**config.mk**
```make
export PLATFORM = sky130hd
export DESIGN_NAME = dq_current_pi_modulation_sector
export DESIGN_NICKNAME = d
export VERILOG_FILES = /design/src/rtl/dqpi_pkg.sv /design/src/rtl/dqpi_ctrl.sv /design/src/rtl/dqpi_datapath.sv /design/src/rtl/dq_current_pi_modulation_sector.sv
export VERILOG_INCLUDE_DIRS = /design/src /design/src/rtl
export SDC_FILE = /design/constraint.sdc
export NUM_CORES = 2
export LEC_CHECK = 0
export ABC_AREA = 1
export BUFFER_PORTS_ARGS = -buffer_cell sky130_fd_sc_hd__buf_2
export CORE_MARGIN = 5
export CORE_UTILIZATION = 45
export CTS_BUF_LIST = sky130_fd_sc_hd__clkbuf_4 sky130_fd_sc_hd__clkbuf_8
export DETAILED_ROUTE_END_ITERATION = 12
export GPL_TIMING_DRIVEN = 0
export PLACE_DENSITY = 0.72
export SYNTH_ARGS = -nofsm -noshare
export SYNTH_HDL_FRONTEND = slang
export SYNTH_SLANG_ARGS = --single-unit
```
**constraint.sdc**
```tcl
create_clock -name clk -period 7.3 [get_ports clk]
set_input_delay 0.365 -clock clk [delete_from_list [all_inputs] [get_ports clk]]
set_output_delay 0.365 -clock clk [all_outputs]
set_load 0.03 [all_outputs]
```
**src/rtl/assert_macros.svh**
```systemverilog
// Assertion helpers, clocked on clk and held off while rst_n is low.
`ifndef ASSERT_MACROS_SVH
`define ASSERT_MACROS_SVH

// Same-cycle implication.
`define ASSERT_IMPLY(label, ante, cons, msg) \
  label: assert property (@(posedge clk) disable iff (!rst_n) (ante) |-> (cons)) \
    else $error(msg);

// Next-cycle implication.
`define ASSERT_NEXT(label, ante, cons, msg) \
  label: assert property (@(posedge clk) disable iff (!rst_n) (ante) |=> (cons)) \
    else $error(msg);

`endif

```
**src/rtl/dqpi_pkg.sv**
```systemverilog
`default_nettype none

package dqpi_pkg;

  // Configuration register indexes
  localparam logic [2:0] CFG_D_TARGET   = 3'd0;
  localparam logic [2:0] CFG_Q_TARGET   = 3'd1;
  localparam logic [2:0] CFG_CUR_GAIN   = 3'd2;
  localparam logic [2:0] CFG_PAST_GAIN  = 3'd3;
  localparam logic [2:0] CFG_ANG_OFFSET = 3'd4;

  // Reset values of the configuration registers
  localparam logic signed [15:0] RST_D_TARGET   = 16'sd1024;
  localparam logic signed [15:0] RST_Q_TARGET   = 16'sd1024;
  localparam logic signed [31:0] RST_CUR_GAIN   = 32'sd1127429;
  localparam logic signed [31:0] RST_PAST_GAIN  = -32'sd1020055;
  localparam logic [8:0]         RST_ANG_OFFSET = 9'd0;

  // Regulator output limit, 10.0 in Q8.24
  localparam logic signed [34:0] OUT_TEN    = 35'sd167772160;
  // Half LSB of the Q.41 to Q.24 rescale
  localparam logic signed [50:0] ROUND_HALF = 51'sd65536;
  // Half of 5120, for round-half-away on the drive scale
  localparam logic [27:0]        DRV_BIAS   = 28'd2560;
  // floor(n * RECIP5 / 2^18) == floor(n / 5) for n < 2^18
  localparam logic signed [17:0] RECIP5     = 18'sd52429;
  // floor(a * RECIP30 / 2^16) == floor(a / 30) for a < 360
  localparam logic signed [17:0] RECIP30    = 18'sd2185;
  localparam logic signed [17:0] DEG_TURN   = 18'sd360;
  localparam logic signed [17:0] PCT_SQ     = 18'sd10000;
  localparam logic [9:0]         DEG_360    = 10'd360;
  localparam logic [9:0]         DEG_720    = 10'd720;
  localparam logic [8:0]         DEG_60     = 9'd60;
  localparam logic [15:0]        DRV_MAX    = 16'h7FFF;
  localparam logic [15:0]        ROOT_BIT0  = 16'h4000;
  localparam logic [15:0]        MOD_MIN    = 16'd10;
  localparam logic [15:0]        MOD_MAX    = 16'd90;
  localparam logic [2:0]         ROOT_LAST  = 3'd7;

  typedef enum logic [4:0] {
    OP_NONE,
    OP_LOAD,
    OP_MUL_CUR,
    OP_MUL_PAST,
    OP_ACC,
    OP_CLAMP,
    OP_DRV_MUL,
    OP_DRV_FIN,
    OP_SQ_D,
    OP_SQ_Q,
    OP_SUM,
    OP_SCALE,
    OP_ROOT_INIT,
    OP_ROOT_STEP,
    OP_ANG_MUL,
    OP_ANG_WRAP,
    OP_ANG_SECT,
    OP_FINISH
  } op_t;

  typedef enum logic [4:0] {
    S_IDLE,
    S_PI_CUR,
    S_PI_PAST,
    S_PI_ACC,
    S_PI_CLAMP,
    S_DRV_MUL,
    S_DRV_FIN,
    S_SQ_D,
    S_SQ_Q,
    S_SUM,
    S_SCALE,
    S_ROOT_INIT,
    S_ANG_MUL,
    S_ANG_WRAP,
    S_ANG_SECT,
    S_ROOT_STEP,
    S_FINISH
  } state_t;

  typedef struct packed {
    op_t  op;
    logic ch;   // 0: d axis, 1: q axis
  } dqpi_cmd_t;

  typedef struct packed {
    logic out_free;
  } dqpi_stat_t;

endpackage

`default_nettype wire

```
**src/rtl/dqpi_ctrl.sv**
```systemverilog
`default_nettype none

module dqpi_ctrl import dqpi_pkg::*; (
  input  logic       clk,
  input  logic       rst_n,
  input  logic       in_valid,
  output logic       in_ready,
  input  dqpi_stat_t stat,
  output dqpi_cmd_t  cmd
);

  state_t     state_r, state_nxt;
  logic       ch_r, ch_nxt;
  logic [2:0] cnt_r, cnt_nxt;

  always_ff @(posedge clk) begin
    if (!rst_n) begin
      state_r <= S_IDLE;
      ch_r    <= 1'b0;
      cnt_r   <= '0;
    end else begin
      state_r <= state_nxt;
      ch_r    <= ch_nxt;
      cnt_r   <= cnt_nxt;
    end
  end

  always_comb begin
    state_nxt = state_r;
    ch_nxt    = ch_r;
    cnt_nxt   = cnt_r;
    in_ready  = 1'b0;
    cmd.op    = OP_NONE;
    cmd.ch    = ch_r;
    case (state_r)
      S_IDLE: begin
        in_ready = 1'b1;
        if (in_valid) begin
          cmd.op    = OP_LOAD;
          ch_nxt    = 1'b0;
          state_nxt = S_PI_CUR;
        end
      end
      S_PI_CUR: begin
        cmd.op    = OP_MUL_CUR;
        state_nxt = S_PI_PAST;
      end
      S_PI_PAST: begin
        cmd.op    = OP_MUL_PAST;
        state_nxt = S_PI_ACC;
      end
      S_PI_ACC: begin
        cmd.op    = OP_ACC;
        state_nxt = S_PI_CLAMP;
      end
      S_PI_CLAMP: begin
        cmd.op    = OP_CLAMP;
        state_nxt = S_DRV_MUL;
      end
      S_DRV_MUL: begin
        cmd.op    = OP_DRV_MUL;
        state_nxt = S_DRV_FIN;
      end
      S_DRV_FIN: begin
        cmd.op = OP_DRV_FIN;
        if (!ch_r) begin
          ch_nxt    = 1'b1;
          state_nxt = S_PI_CUR;
        end else begin
          state_nxt = S_SQ_D;
        end
      end
      S_SQ_D: begin
        cmd.op    = OP_SQ_D;
        state_nxt = S_SQ_Q;
      end
      S_SQ_Q: begin
        cmd.op    = OP_SQ_Q;
        state_nxt = S_SUM;
      end
      S_SUM: begin
        cmd.op    = OP_SUM;
        state_nxt = S_SCALE;
      end
      S_SCALE: begin
        cmd.op    = OP_SCALE;
        state_nxt = S_ROOT_INIT;
      end
      S_ROOT_INIT: begin
        cmd.op    = OP_ROOT_INIT;
        cnt_nxt   = '0;
        state_nxt = S_ANG_MUL;
      end
      S_ANG_MUL: begin
        cmd.op    = OP_ANG_MUL;
        state_nxt = S_ANG_WRAP;
      end
      S_ANG_WRAP: begin
        cmd.op    = OP_ANG_WRAP;
        state_nxt = S_ANG_SECT;
      end
      S_ANG_SECT: begin
        cmd.op    = OP_ANG_SECT;
        state_nxt = S_ROOT_STEP;
      end
      S_ROOT_STEP: begin
        cmd.op  = OP_ROOT_STEP;
        cnt_nxt = cnt_r + 3'd1;
        if (cnt_r == ROOT_LAST) begin
          state_nxt = S_FINISH;
        end
      end
      S_FINISH: begin
        // hold here until the output register can take the result
        if (stat.out_free) begin
          cmd.op    = OP_FINISH;
          state_nxt = S_IDLE;
        end
      end
      default: begin
        state_nxt = S_IDLE;
      end
    endcase
  end

endmodule

`default_nettype wire

```
**src/rtl/dqpi_datapath.sv**
```systemverilog
`default_nettype none

module dqpi_datapath import dqpi_pkg::*; (
  input  logic               clk,
  input  logic               rst_n,
  input  dqpi_cmd_t          cmd,
  output dqpi_stat_t         stat,
  input  logic               cfg_we,
  input  logic [2:0]         cfg_index,
  input  logic [31:0]        cfg_wdata,
  input  logic signed [15:0] in_d_current,
  input  logic signed [15:0] in_q_current,
  input  logic [15:0]        in_grid_angle,
  input  logic               out_ready,
  output logic               out_valid,
  output logic [3:0]         out_sector,
  output logic [6:0]         out_mod_index,
  output logic [5:0]         out_sector_angle,
  output logic signed [15:0] out_d_drive,
  output logic [14:0]        out_q_drive
);

  // configuration
  logic signed [15:0] tgt_d_r, tgt_q_r;
  logic signed [31:0] gain_cur_r, gain_past_r;
  logic [8:0]         ang_off_r;

  // regulator history
  logic signed [16:0] perr_r [2];
  logic signed [16:0] perr_nxt [2];
  logic signed [31:0] pout_r [2];
  logic signed [31:0] pout_nxt [2];

  // working registers
  logic signed [16:0] err_r [2];
  logic signed [16:0] err_nxt [2];
  logic signed [15:0] drv_r [2];
  logic signed [15:0] drv_nxt [2];
  logic [15:0]        ang_r, ang_nxt;
  logic signed [50:0] prod_r, prod_nxt;
  logic signed [50:0] acc_r, acc_nxt;
  logic               neg_r, neg_nxt;
  logic [15:0]        x_r, x_nxt;
  logic [15:0]        root_r, root_nxt;
  logic [15:0]        bit_r, bit_nxt;
  logic [8:0]         ang_a_r, ang_a_nxt;

  // result register
  logic               out_valid_r, out_valid_nxt;
  logic [3:0]         sector_r, sector_nxt;
  logic [6:0]         mod_r, mod_nxt;
  logic [5:0]         sang_r, sang_nxt;
  logic signed [15:0] dd_r, dd_nxt;
  logic [14:0]        qd_r, qd_nxt;

  // shared multiplier
  logic signed [32:0] mul_a;
  logic signed [17:0] mul_b;
  logic signed [50:0] mul_p;

  // combinational helpers
  logic signed [31:0] pv;
  logic signed [34:0] y_sum, y_lo;
  logic signed [31:0] y_cl;
  logic [31:0]        pabs;
  logic [27:0]        drv_bias;
  logic [17:0]        drv_n;
  logic [15:0]        drv_q;
  logic [15:0]        root_t;
  logic [9:0]         ang_sum;
  logic [3:0]         sidx;
  logic [8:0]         sang_full;

  always_ff @(posedge clk) begin
    if (!rst_n) begin
      tgt_d_r     <= RST_D_TARGET;
      tgt_q_r     <= RST_Q_TARGET;
      gain_cur_r  <= RST_CUR_GAIN;
      gain_past_r <= RST_PAST_GAIN;
      ang_off_r   <= RST_ANG_OFFSET;
    end else if (cfg_we) begin
      case (cfg_index)
        CFG_D_TARGET:   tgt_d_r     <= cfg_wdata[15:0];
        CFG_Q_TARGET:   tgt_q_r     <= cfg_wdata[15:0];
        CFG_CUR_GAIN:   gain_cur_r  <= cfg_wdata;
        CFG_PAST_GAIN:  gain_past_r <= cfg_wdata;
        CFG_ANG_OFFSET: ang_off_r   <= cfg_wdata[8:0];
        default: ;
      endcase
    end
  end

  always_ff @(posedge clk) begin
    if (!rst_n) begin
      perr_r[0]   <= '0;
      perr_r[1]   <= '0;
      pout_r[0]   <= '0;
      pout_r[1]   <= '0;
      out_valid_r <= 1'b0;
    end else begin
      perr_r      <= perr_nxt;
      pout_r      <= pout_nxt;
      out_valid_r <= out_valid_nxt;
    end
  end

  always_ff @(posedge clk) begin
    err_r    <= err_nxt;
    drv_r    <= drv_nxt;
    ang_r    <= ang_nxt;
    prod_r   <= prod_nxt;
    acc_r    <= acc_nxt;
    neg_r    <= neg_nxt;
    x_r      <= x_nxt;
    root_r   <= root_nxt;
    bit_r    <= bit_nxt;
    ang_a_r  <= ang_a_nxt;
    sector_r <= sector_nxt;
    mod_r    <= mod_nxt;
    sang_r   <= sang_nxt;
    dd_r     <= dd_nxt;
    qd_r     <= qd_nxt;
  end

  always_comb begin
    mul_a = '0;
    mul_b = '0;
    case (cmd.op)
      OP_MUL_CUR: begin
        mul_a = {gain_cur_r[31], gain_cur_r};
        mul_b = {err_r[cmd.ch][16], err_r[cmd.ch]};
      end
      OP_MUL_PAST: begin
        mul_a = {gain_past_r[31], gain_past_r};
        mul_b = {perr_r[cmd.ch][16], perr_r[cmd.ch]};
      end
      OP_DRV_MUL: begin
        mul_a = {15'd0, drv_n};
        mul_b = RECIP5;
      end
      OP_SQ_D: begin
        mul_a = {{17{drv_r[0][15]}}, drv_r[0]};
        mul_b = {{2{drv_r[0][15]}}, drv_r[0]};
      end
      OP_SQ_Q: begin
        mul_a = {{17{drv_r[1][15]}}, drv_r[1]};
        mul_b = {{2{drv_r[1][15]}}, drv_r[1]};
      end
      OP_SCALE: begin
        mul_a = acc_r[32:0];
        mul_b = PCT_SQ;
      end
      OP_ANG_MUL: begin
        mul_a = {17'd0, ang_r};
        mul_b = DEG_TURN;
      end
      OP_ANG_SECT: begin
        mul_a = {24'd0, ang_a_r};
        mul_b = RECIP30;
      end
      default: ;
    endcase
  end

  assign mul_p = mul_a * mul_b;

  // rounded Q.24 sum plus the held output, then the axis limits
  assign pv    = pout_r[cmd.ch];
  assign y_sum = {acc_r[50], acc_r[50:17]} + {{3{pv[31]}}, pv};
  assign y_lo  = cmd.ch ? 35'sd0 : -OUT_TEN;
  always_comb begin
    if (y_sum > OUT_TEN) begin
      y_cl = OUT_TEN[31:0];
    end else if (y_sum < y_lo) begin
      y_cl = y_lo[31:0];
    end else begin
      y_cl = y_sum[31:0];
    end
  end

  // drive = round(|out| / 5120): /1024 by shift, /5 by reciprocal
  assign pabs     = pv[31] ? (~pv + 32'd1) : pv;
  assign drv_bias = pabs[27:0] + DRV_BIAS;
  assign drv_n    = drv_bias[27:10];
  assign drv_q    = prod_r[33:18];

  assign root_t  = root_r + bit_r;
  assign ang_sum = {1'b0, prod_r[24:16]} + {1'b0, ang_off_r};
  assign sidx    = prod_r[19:16];
  assign sang_full = ang_a_r - ({6'd0, sidx[3:1]} * DEG_60);

  assign stat.out_free = !out_valid_r || out_ready;

  always_comb begin
    perr_nxt      = perr_r;
    pout_nxt      = pout_r;
    err_nxt       = err_r;
    drv_nxt       = drv_r;
    ang_nxt       = ang_r;
    prod_nxt      = prod_r;
    acc_nxt       = acc_r;
    neg_nxt       = neg_r;
    x_nxt         = x_r;
    root_nxt      = root_r;
    bit_nxt       = bit_r;
    ang_a_nxt     = ang_a_r;
    sector_nxt    = sector_r;
    mod_nxt       = mod_r;
    sang_nxt      = sang_r;
    dd_nxt        = dd_r;
    qd_nxt        = qd_r;
    out_valid_nxt = out_valid_r && !out_ready;
    case (cmd.op)
      OP_LOAD: begin
        err_nxt[0] = {tgt_d_r[15], tgt_d_r} - {in_d_current[15], in_d_current};
        err_nxt[1] = {tgt_q_r[15], tgt_q_r} - {in_q_current[15], in_q_current};
        ang_nxt    = in_grid_angle;
      end
      OP_MUL_CUR: begin
        prod_nxt = mul_p;
      end
      OP_MUL_PAST, OP_SQ_Q: begin
        acc_nxt  = prod_r;
        prod_nxt = mul_p;
      end
      OP_ACC: begin
        acc_nxt = acc_r + prod_r + ROUND_HALF;
      end
      OP_CLAMP: begin
        pout_nxt[cmd.ch] = y_cl;
        perr_nxt[cmd.ch] = err_r[cmd.ch];
      end
      OP_DRV_MUL: begin
        prod_nxt = mul_p;
        neg_nxt  = pv[31];
      end
      OP_DRV_FIN: begin
        if (neg_r) begin
          drv_nxt[cmd.ch] = ~drv_q + 16'd1;
        end else if (drv_q > DRV_MAX) begin
          drv_nxt[cmd.ch] = DRV_MAX;
        end else begin
          drv_nxt[cmd.ch] = drv_q;
        end
      end
      OP_SQ_D, OP_SCALE, OP_ANG_MUL, OP_ANG_SECT: begin
        prod_nxt = mul_p;
      end
      OP_SUM: begin
        acc_nxt = acc_r + prod_r;
      end
      OP_ROOT_INIT: begin
        x_nxt    = {1'b0, prod_r[44:30]};
        root_nxt = '0;
        bit_nxt  = ROOT_BIT0;
      end
      OP_ROOT_STEP: begin
        if (x_r >= root_t) begin
          x_nxt    = x_r - root_t;
          root_nxt = (root_r >> 1) + bit_r;
        end else begin
          root_nxt = root_r >> 1;
        end
        bit_nxt = bit_r >> 2;
      end
      OP_ANG_WRAP: begin
        if (ang_sum >= DEG_720) begin
          ang_a_nxt = 9'(ang_sum - DEG_720);
        end else if (ang_sum >= DEG_360) begin
          ang_a_nxt = 9'(ang_sum - DEG_360);
        end else begin
          ang_a_nxt = ang_sum[8:0];
        end
      end
      OP_FINISH: begin
        sector_nxt = sidx + 4'd1;
        sang_nxt   = sang_full[5:0];
        if (root_r > MOD_MAX) begin
          mod_nxt = MOD_MAX[6:0];
        end else if (root_r < MOD_MIN) begin
          mod_nxt = MOD_MIN[6:0];
        end else begin
          mod_nxt = root_r[6:0];
        end
        dd_nxt        = drv_r[0];
        qd_nxt        = drv_r[1][14:0];
        out_valid_nxt = 1'b1;
      end
      default: ;
    endcase
  end

  assign out_valid        = out_valid_r;
  assign out_sector       = sector_r;
  assign out_mod_index    = mod_r;
  assign out_sector_angle = sang_r;
  assign out_d_drive      = dd_r;
  assign out_q_drive      = qd_r;

endmodule

`default_nettype wire

```
**src/rtl/dq_current_pi_modulation_sector.sv**
```systemverilog
// dq-frame PI current regulator with modulation index and sector split.
// Input channel (in_valid/in_ready): one transaction per control sample,
// measured d and q currents in Q5.11 and a 16-bit grid angle.
// Output channel (out_valid/out_ready): one transaction per input, with
// sector 1..12, modulation index 10..90, angle within the 60 degree
// span, the d drive in Q1.15 and the q drive in unsigned Q0.15.
// Config port: cfg_we writes cfg_wdata into register cfg_index
// (0 d target, 1 q target, 2 present gain, 3 past gain, 4 angle
// offset); other indexes are dropped. Write only while the block is idle.
// Timing: in_ready rises at the same edge at which the result is loaded
// into the output register; while a transaction is in progress no new
// one is taken. The sequence is set by one shared 33x18 multiplier stepped
// through both regulators, the drive scaling and the squares, plus the
// steps of the digit-by-digit square root.
// Reset: config returns to defaults, regulator history clears to zero.
// Stall: a result held by out_ready low does not block the next input;
// the following result waits in its last step until the register frees.
`default_nettype none

`include "assert_macros.svh"

module dq_current_pi_modulation_sector import dqpi_pkg::*; (
  input  logic               clk,
  input  logic               rst_n,
  input  logic               in_valid,
  output logic               in_ready,
  input  logic signed [15:0] in_d_current,
  input  logic signed [15:0] in_q_current,
  input  logic [15:0]        in_grid_angle,
  output logic               out_valid,
  input  logic               out_ready,
  output logic [3:0]         out_sector,
  output logic [6:0]         out_mod_index,
  output logic [5:0]         out_sector_angle,
  output logic signed [15:0] out_d_drive,
  output logic [14:0]        out_q_drive,
  input  logic               cfg_we,
  input  logic [2:0]         cfg_index,
  input  logic [31:0]        cfg_wdata
);

  dqpi_cmd_t  cmd;
  dqpi_stat_t stat;
  logic       out_fields_ok;

  // sequencer: walks d regulator, q regulator, magnitude, angle, result
  dqpi_ctrl u_ctrl (
    .clk      (clk),
    .rst_n    (rst_n),
    .in_valid (in_valid),
    .in_ready (in_ready),
    .stat     (stat),
    .cmd      (cmd)
  );

  // arithmetic, config, regulator history and the result register
  dqpi_datapath u_dp (
    .clk              (clk),
    .rst_n            (rst_n),
    .cmd              (cmd),
    .stat             (stat),
    .cfg_we           (cfg_we),
    .cfg_index        (cfg_index),
    .cfg_wdata        (cfg_wdata),
    .in_d_current     (in_d_current),
    .in_q_current     (in_q_current),
    .in_grid_angle    (in_grid_angle),
    .out_ready        (out_ready),
    .out_valid        (out_valid),
    .out_sector       (out_sector),
    .out_mod_index    (out_mod_index),
    .out_sector_angle (out_sector_angle),
    .out_d_drive      (out_d_drive),
    .out_q_drive      (out_q_drive)
  );

  assign out_fields_ok = (out_sector >= 4'd1) && (out_sector <= 4'd12) &&
                         (out_mod_index >= 7'd10) && (out_mod_index <= 7'd90) &&
                         (out_sector_angle <= 6'd59);

  // a held result always carries clamped, wrapped fields
  `ASSERT_IMPLY(a_out_range, out_valid, out_fields_ok, "result field out of range")

  // once a transaction is taken the sequencer is busy
  `ASSERT_NEXT(a_busy_after_accept, in_valid && in_ready, !in_ready, "input taken while busy")

  // a new result only appears at the end of a busy sequence
  `ASSERT_IMPLY(a_result_from_busy, $rose(out_valid), !$past(in_ready), "result without work")

endmodule

`default_nettype wire

```
* Yosys cells after proc, flatten, opt, wreduce, memory -nomap -nowiden
Index checks and enable logic that the tools add are counted.
Storage, ports and cells: flip-flop bits (word level) 503, input bits 88, output and inout port bits 50, word-level logic and storage cells 179
Cells by class: add/subtract/negate cells 17, $mul 2, $lt $le $gt $ge 10, eq/ne operators 42, multiplexer cells 49, bitwise operators 6, reductions and logical operators 22
Operators by type and width (count):
- case mux 33 bit (8 select lines) | 1
- 2-to-1 mux 32 bit | 8
- case mux 5 bit (17 select lines) | 2
- case mux 51 bit (3 select lines) | 1
- case mux 18 bit (8 select lines) | 1
- 2-to-1 mux 17 bit | 7
- case mux 16 bit (2 select lines) | 3
- == test 5 x 4 -> 1 bit (second input constant) | 16
- bitwise mux 32 bit | 2
- bitwise mux 64 bit | 1
- adder 51 x 18 -> 51 bit (second input constant) | 1
- adder 51 bit | 1
- multiplier 33 x 18 -> 51 bit | 1
- 2-to-1 mux 16 bit | 3
- == test 5 x 3 -> 1 bit (second input constant) | 8
- adder 34 x 32 -> 35 bit | 1
- > comparator 35 x 29 -> 1 bit (second input constant) | 1
- less-than comparator 35 bit | 1
- 2-to-1 mux 35 bit | 1
- bitwise mux 34 bit | 1
- subtractor 16 x 16 -> 17 bit | 2
- demux 32 bit (select 1 bit) | 1
- bitwise OR 30 bit | 1
- adder 28 x 1 -> 28 bit (second input constant) | 1
- 54 further kinds | 82

* Longest topological paths before layout
depth in word-level cells 10, depth in mapped cells 49, mapped depth without buffers 47

* Modules after synthesis
Synthesis repeated with hierarchy kept, for this count alone.
Second synthesis, totals: cells, all modules 7574, area, all modules 55405.6 um^2
Modules (own cells, without submodules):
- dqpi_datapath | times used 1, cells an instance 7474, area an instance 54781.3 um^2, seq. area each 12552.0 um^2
- dqpi_ctrl | times used 1, cells an instance 100, area an instance 624.3 um^2, seq. area each 180.2 um^2

* Worst setup path after synthesis
OpenSTA, ideal clock, no wires.
path kind register -> register, from register u_ctrl.ch_r, to register u_dp.prod_r[43] (data pin), setup time 0.269 ns, data arrival time 7.660 ns, required time 7.031 ns, path slack -0.629 ns, stages on the path, launching flop included 45, path buffers 2, period minus slack after synthesis 7.929 ns, cell sequence dfxtp_1 -> inv_2 -> buf_6 -> nand2_1 -> nand2_1 -> nor2_2 -> nand2_1 -> nor2_1 -> nand2_1 -> nand2_1 -> xor2_1 -> ha_1 -> inv_1 -> nand3_1 -> nand2_1 -> inv_1 -> nand3_2 -> nor2_4 -> [9 not listed] -> fa_1 -> inv_1 -> fa_1 -> inv_1 -> fa_1 -> inv_1 -> fa_1 -> inv_1 -> ha_1 -> nand2_1 -> nor2_1 -> inv_1 -> nor3_1 -> a21oi_1 -> o21ai_0 -> nand2_1 -> o31ai_1 -> xor2_1
Between the ends: cells in the longest elaborated chain, start to end 10, elaborated cells between the ends (all ways) 17, those cells by class add/sub (2); mul (1); mux (12); bitwise (2)
Ends and longest elaborated chain:
- start: declaration | RTL line dqpi_ctrl.sv:13 | logic ch_r, ch_nxt;
- start signal: assignment | RTL line dqpi_ctrl.sv:23 | ch_r <= ch_nxt;
- inverter 1 -> 2 bit (not written as such) (*) | RTL line dqpi_datapath.sv:131, dqpi_datapath.sv:135, dqpi_datapath.sv:168
- 2-to-1 mux 32 bit (not written as such) (3 in a row) | RTL line dqpi_datapath.sv:168 | assign pv = pout_r[cmd.ch];
- inverter 28 bit | RTL line dqpi_datapath.sv:182 | assign pabs = pv[31] ? (~pv + 32'd1) : pv;
- adder 28 x 1 -> 28 bit | RTL line dqpi_datapath.sv:182
- 2-to-1 mux 28 bit | RTL line dqpi_datapath.sv:182
- adder 28 x 12 -> 28 bit | RTL line dqpi_datapath.sv:183 | assign drv_bias = pabs[27:0] + DRV_BIAS;
- case mux 33 bit (8 select lines) | RTL line dqpi_datapath.sv:128 | case (cmd.op)
- multiplier 33 x 18 -> 51 bit (*) | RTL line dqpi_datapath.sv:165 | assign mul_p = mul_a * mul_b;
- named net u_dp.mul_p[43] | RTL line dqpi_datapath.sv:59 | logic signed [50:0] mul_p;
- end signal: assignment | RTL line dqpi_datapath.sv:111 | prod_r <= prod_nxt;
- end: declaration | RTL line dqpi_datapath.sv:40 | logic signed [50:0] prod_r, prod_nxt;
The timed path passes the listed nets; every way through them passes the cells marked *. The select of a mux whose other input is x is not followed. A chain may end at the register's enable or synchronous reset.

* Worst setup path in the final report
from register u_ctrl.ch_r, to register u_dp.prod_r[33] (data pin)
Same word-level chain as after synthesis.

==> impl_metrics.toml <==
[run_status]
status = "finished, violations left"
violations = "negative setup slack"

[final_layout]
layout_common_cells = "1815 x nand2_1, 1378 x inv_1, 625 x nor2_1"
stdcell_count = 9512
nNetsFinal = 8795
drive_above_1_share = 0.145
area_growth_pct = 18.5
fillers = 11200
final_common_cell = "nand2_1"
final_cell_area_sq_um = 64200

[drt]
vias_per_cell = 5.54
vias = 52700
drc = 0
dr.pass1.iters = 9
ant_nets = 0
detail_route.wl_per_cell_microns = 22.6
first_iter_violations = 5880
wirelength_microns = 215000

[yosys]
yosysUniqueCellTypes = 63
yosys_warnings = 0
syn_area_sq_um = 54200
synth_seq_cells = 495
ys_seq_area_frac = 0.235
syn_inst = 7332
synth_edf_count = 282
async_flop_share = 0
ys.flop_type = "edfxtp_1"
syn_avg_cell_area_sq_um = 7.39
syn_nets = 8303

[timing]
fin_skew_ps = 79.4
slew_headroom = 0.228
setup_slack_ps = -1010
finalHoldViolCount = 0
post-route-min-period_ps = 8310
timing_worst_slew_pin_value_ps = 1160
rsz0062_at_grt = "true"
setup_violations = 37
fin_hold_ws_ps = 69.9
maxSlewViolCount = 0
post-route-period-util = 1.14
fmax_mhz = 120

[floorplanning]
die_h_microns = 357
die-area_sq_um = 127000
core_area_sq_um = 120000
rows = 127
die_width_microns = 357
start_util = 0.452
ios = 138

[placement]
gp_congestion = 1.07
dpl_cell_area_sq_um = 57600
port-buffer-count = 136
dp_hpwl_microns = 172000
placedCellCount = 9098

[critical_path]
critPathLaunch = "u_ctrl.ch_r"
crit_path_max_fanout = 8
worstPathArrival_ps = 8870
reg2reg_from = "u_ctrl.ch_r"
endpoint_kind = "register"
max_stage_delay_ps = 620
cp-start-kind = "register"
crit_type = "register to register"
required_ps = 7860
crit_path_frequent_cell = "inv_2"
worst_path_max_delay_cell = "fa_2"

[global_route]
grt_pass1_vias = 51600
grt_first_pass_wirelength_microns = 315000
grt_overflow_total = 0
gr-usage-all-layers = 0.329
grt_max_degree = 39
antenna_found_initial = 7

[cts]
clock_latency_ps = 810
cts.sinks = 495
clkTransAtPathRegs_ps = 60
cts_buffers = 88
cts_root_buf = "clkbuf_8"
cts_tree = "done"
ctsLongestPathBuffers = 3
cts_max_level = 3

[hold_path]
hold_path_startpoint = "in_q_current[1]"
min_path_type = "primary input to register"

[flow_run]
drv_cap = 0

[power_and_ir_drop]
max-vdd-ir-drop_mv = 0.177
p_per_area_nw_per_um2 = 245
power.leakage_uw = 0.0316
[critical path: cells and delay by family, from the launching register on]
family                     cells  cell delay (ps)
buffers and inverters         14             1120
adders and majority gates      8             3770
and+or+nand+nor               22             2240
xor gates and xnor gates       1               50
DFF                            1              420
AOI/OAI and AO/OA              2              460
[cells in the mapped netlist, drive strengths merged (15+ instances only)]
cell	n	area share
nand3	329	0.031
clkbuf	156	0.011
fa	577	0.21
a21oi	399	0.037
xnor2	68	0.011
nor2	693	0.049
dfxtp	213	0.079
o211ai	15	0.0023
nand4	69	0.0080
ha	306	0.071
inv	1465	0.10
edfxtp	282	0.16
xor2	112	0.018
o21ai	354	0.033
nor4	22	0.0025
or2	15	0.0017
buf	51	0.0053
nor3	46	0.0045
nand2	1939	0.14
a211oi	19	0.0026
a31oi	29	0.0033
[per-layer routing]
| metal | global-route usage | vias to the layer above | share of wire |
|---|---|---|---|
| met3 | 0.0862 | 777 | 0.12 |
| met2 | 0.510 | 2973 | 0.43 |
| met5 | 0 | - | 0.000060 |
| li1 | - | 23800 | - |
| met4 | 0.215 | 2 | 0.085 |
| met1 | 0.408 | 25100 | 0.37 |
[where the power goes]
| part | leakage (uW) | internal (uW) | switching [uW] | total (uW) |
|---|---|---|---|---|
| Combinational | 0.0263 | 2900 | 6020 | 8920 |
| Clock | 0.000987 | 1530 | 1310 | 2840 |
| Sequential | 0.00430 | 3440 | 502 | 3940 |
| Total | 0.0316 | 7860 | 7830 | 15700 |
[worst paths after layout]
| kind | slack [ps] | cells after the start | end |
|---|---|---|---|
| worst min register to register | 450 | 2 | u_dp.perr_r[15] |
| worst max register to register | -1010 | 47 | u_dp.prod_r[33] |
| worst max-delay path | -1010 | 47 | u_dp.prod_r[33] |
| worst min-delay path | 70 | 3 | u_dp.err_r[1] |
[state kept, by name, summed over array words and instances (netlist names), 9 cells and up]
name              count
u_dp.acc_r           51
u_dp.ang_a_r          9
u_dp.gain_past_r     32
u_dp.out_q_drive     15
u_dp.x_r             16
u_dp.prod_r          51
u_dp.ang_off_r        9
u_dp.tgt_d_r         16
u_dp.tgt_q_r         16
u_dp.root_r          16
u_dp.ang_r           16
u_dp.pout_r          64
u_dp.perr_r          34
u_dp.drv_r           32
u_dp.gain_cur_r      32
u_dp.out_d_drive     16
u_dp.err_r           34
[kinds of logic after synthesis]
| kind of cell | synth area share |
|---|---|
| simple gates | 0.236 |
| fa+ha+maj | 0.284 |
| buf+inv | 0.119 |
| compound gates | 0.0950 |
| flops | 0.235 |
| mux | 0.00203 |
| xor+xnor | 0.0292 |
[stage by stage]
stage	utilization	setup WS, ps	power [uW]	TNS, ps
5_1_grt	0.535	-1290	16600	-37910
3_5_place_dp	0.481	-2830	11700	-99000
4_1_cts	0.519	-791	15000	-20650
3_3_place_gp	0.478	-3960	11600	-145590
6_report	0.535	-1010	15700	-28440
2_1_floorplan	-	-64.5	8760	-176
[layout make-up]
cell class | count | area (sq um) | area share
antenna | 5 | 12.5 | 0.000195
timing repair buffer | 404 | 3220 | 0.0501
inverter | 1478 | 5610 | 0.0875
clock buffer | 125 | 1550 | 0.0242
sequential | 495 | 12700 | 0.199
tap | 1612 | 2020 | 0.0314
buffer | 205 | 1140 | 0.0178
multi-input combinational | 5152 | 37500 | 0.585
clock inverter | 36 | 327 | 0.00509
[timing repair]
| item | in CTS | in global routing |
|---|---|---|
| endpoints found under the setup margin | 46 | 42 |
| gates resized for setup | 387 | 358 |
| pin swaps | 117 | 175 |
| endpoints found under the hold margin | 111 | 0 |
| gates cloned | 3 | 0 |
| setup buffers | 101 | 98 |
| hold buffers | 53 | 0 |
Power figures use the tool's default switching activity.
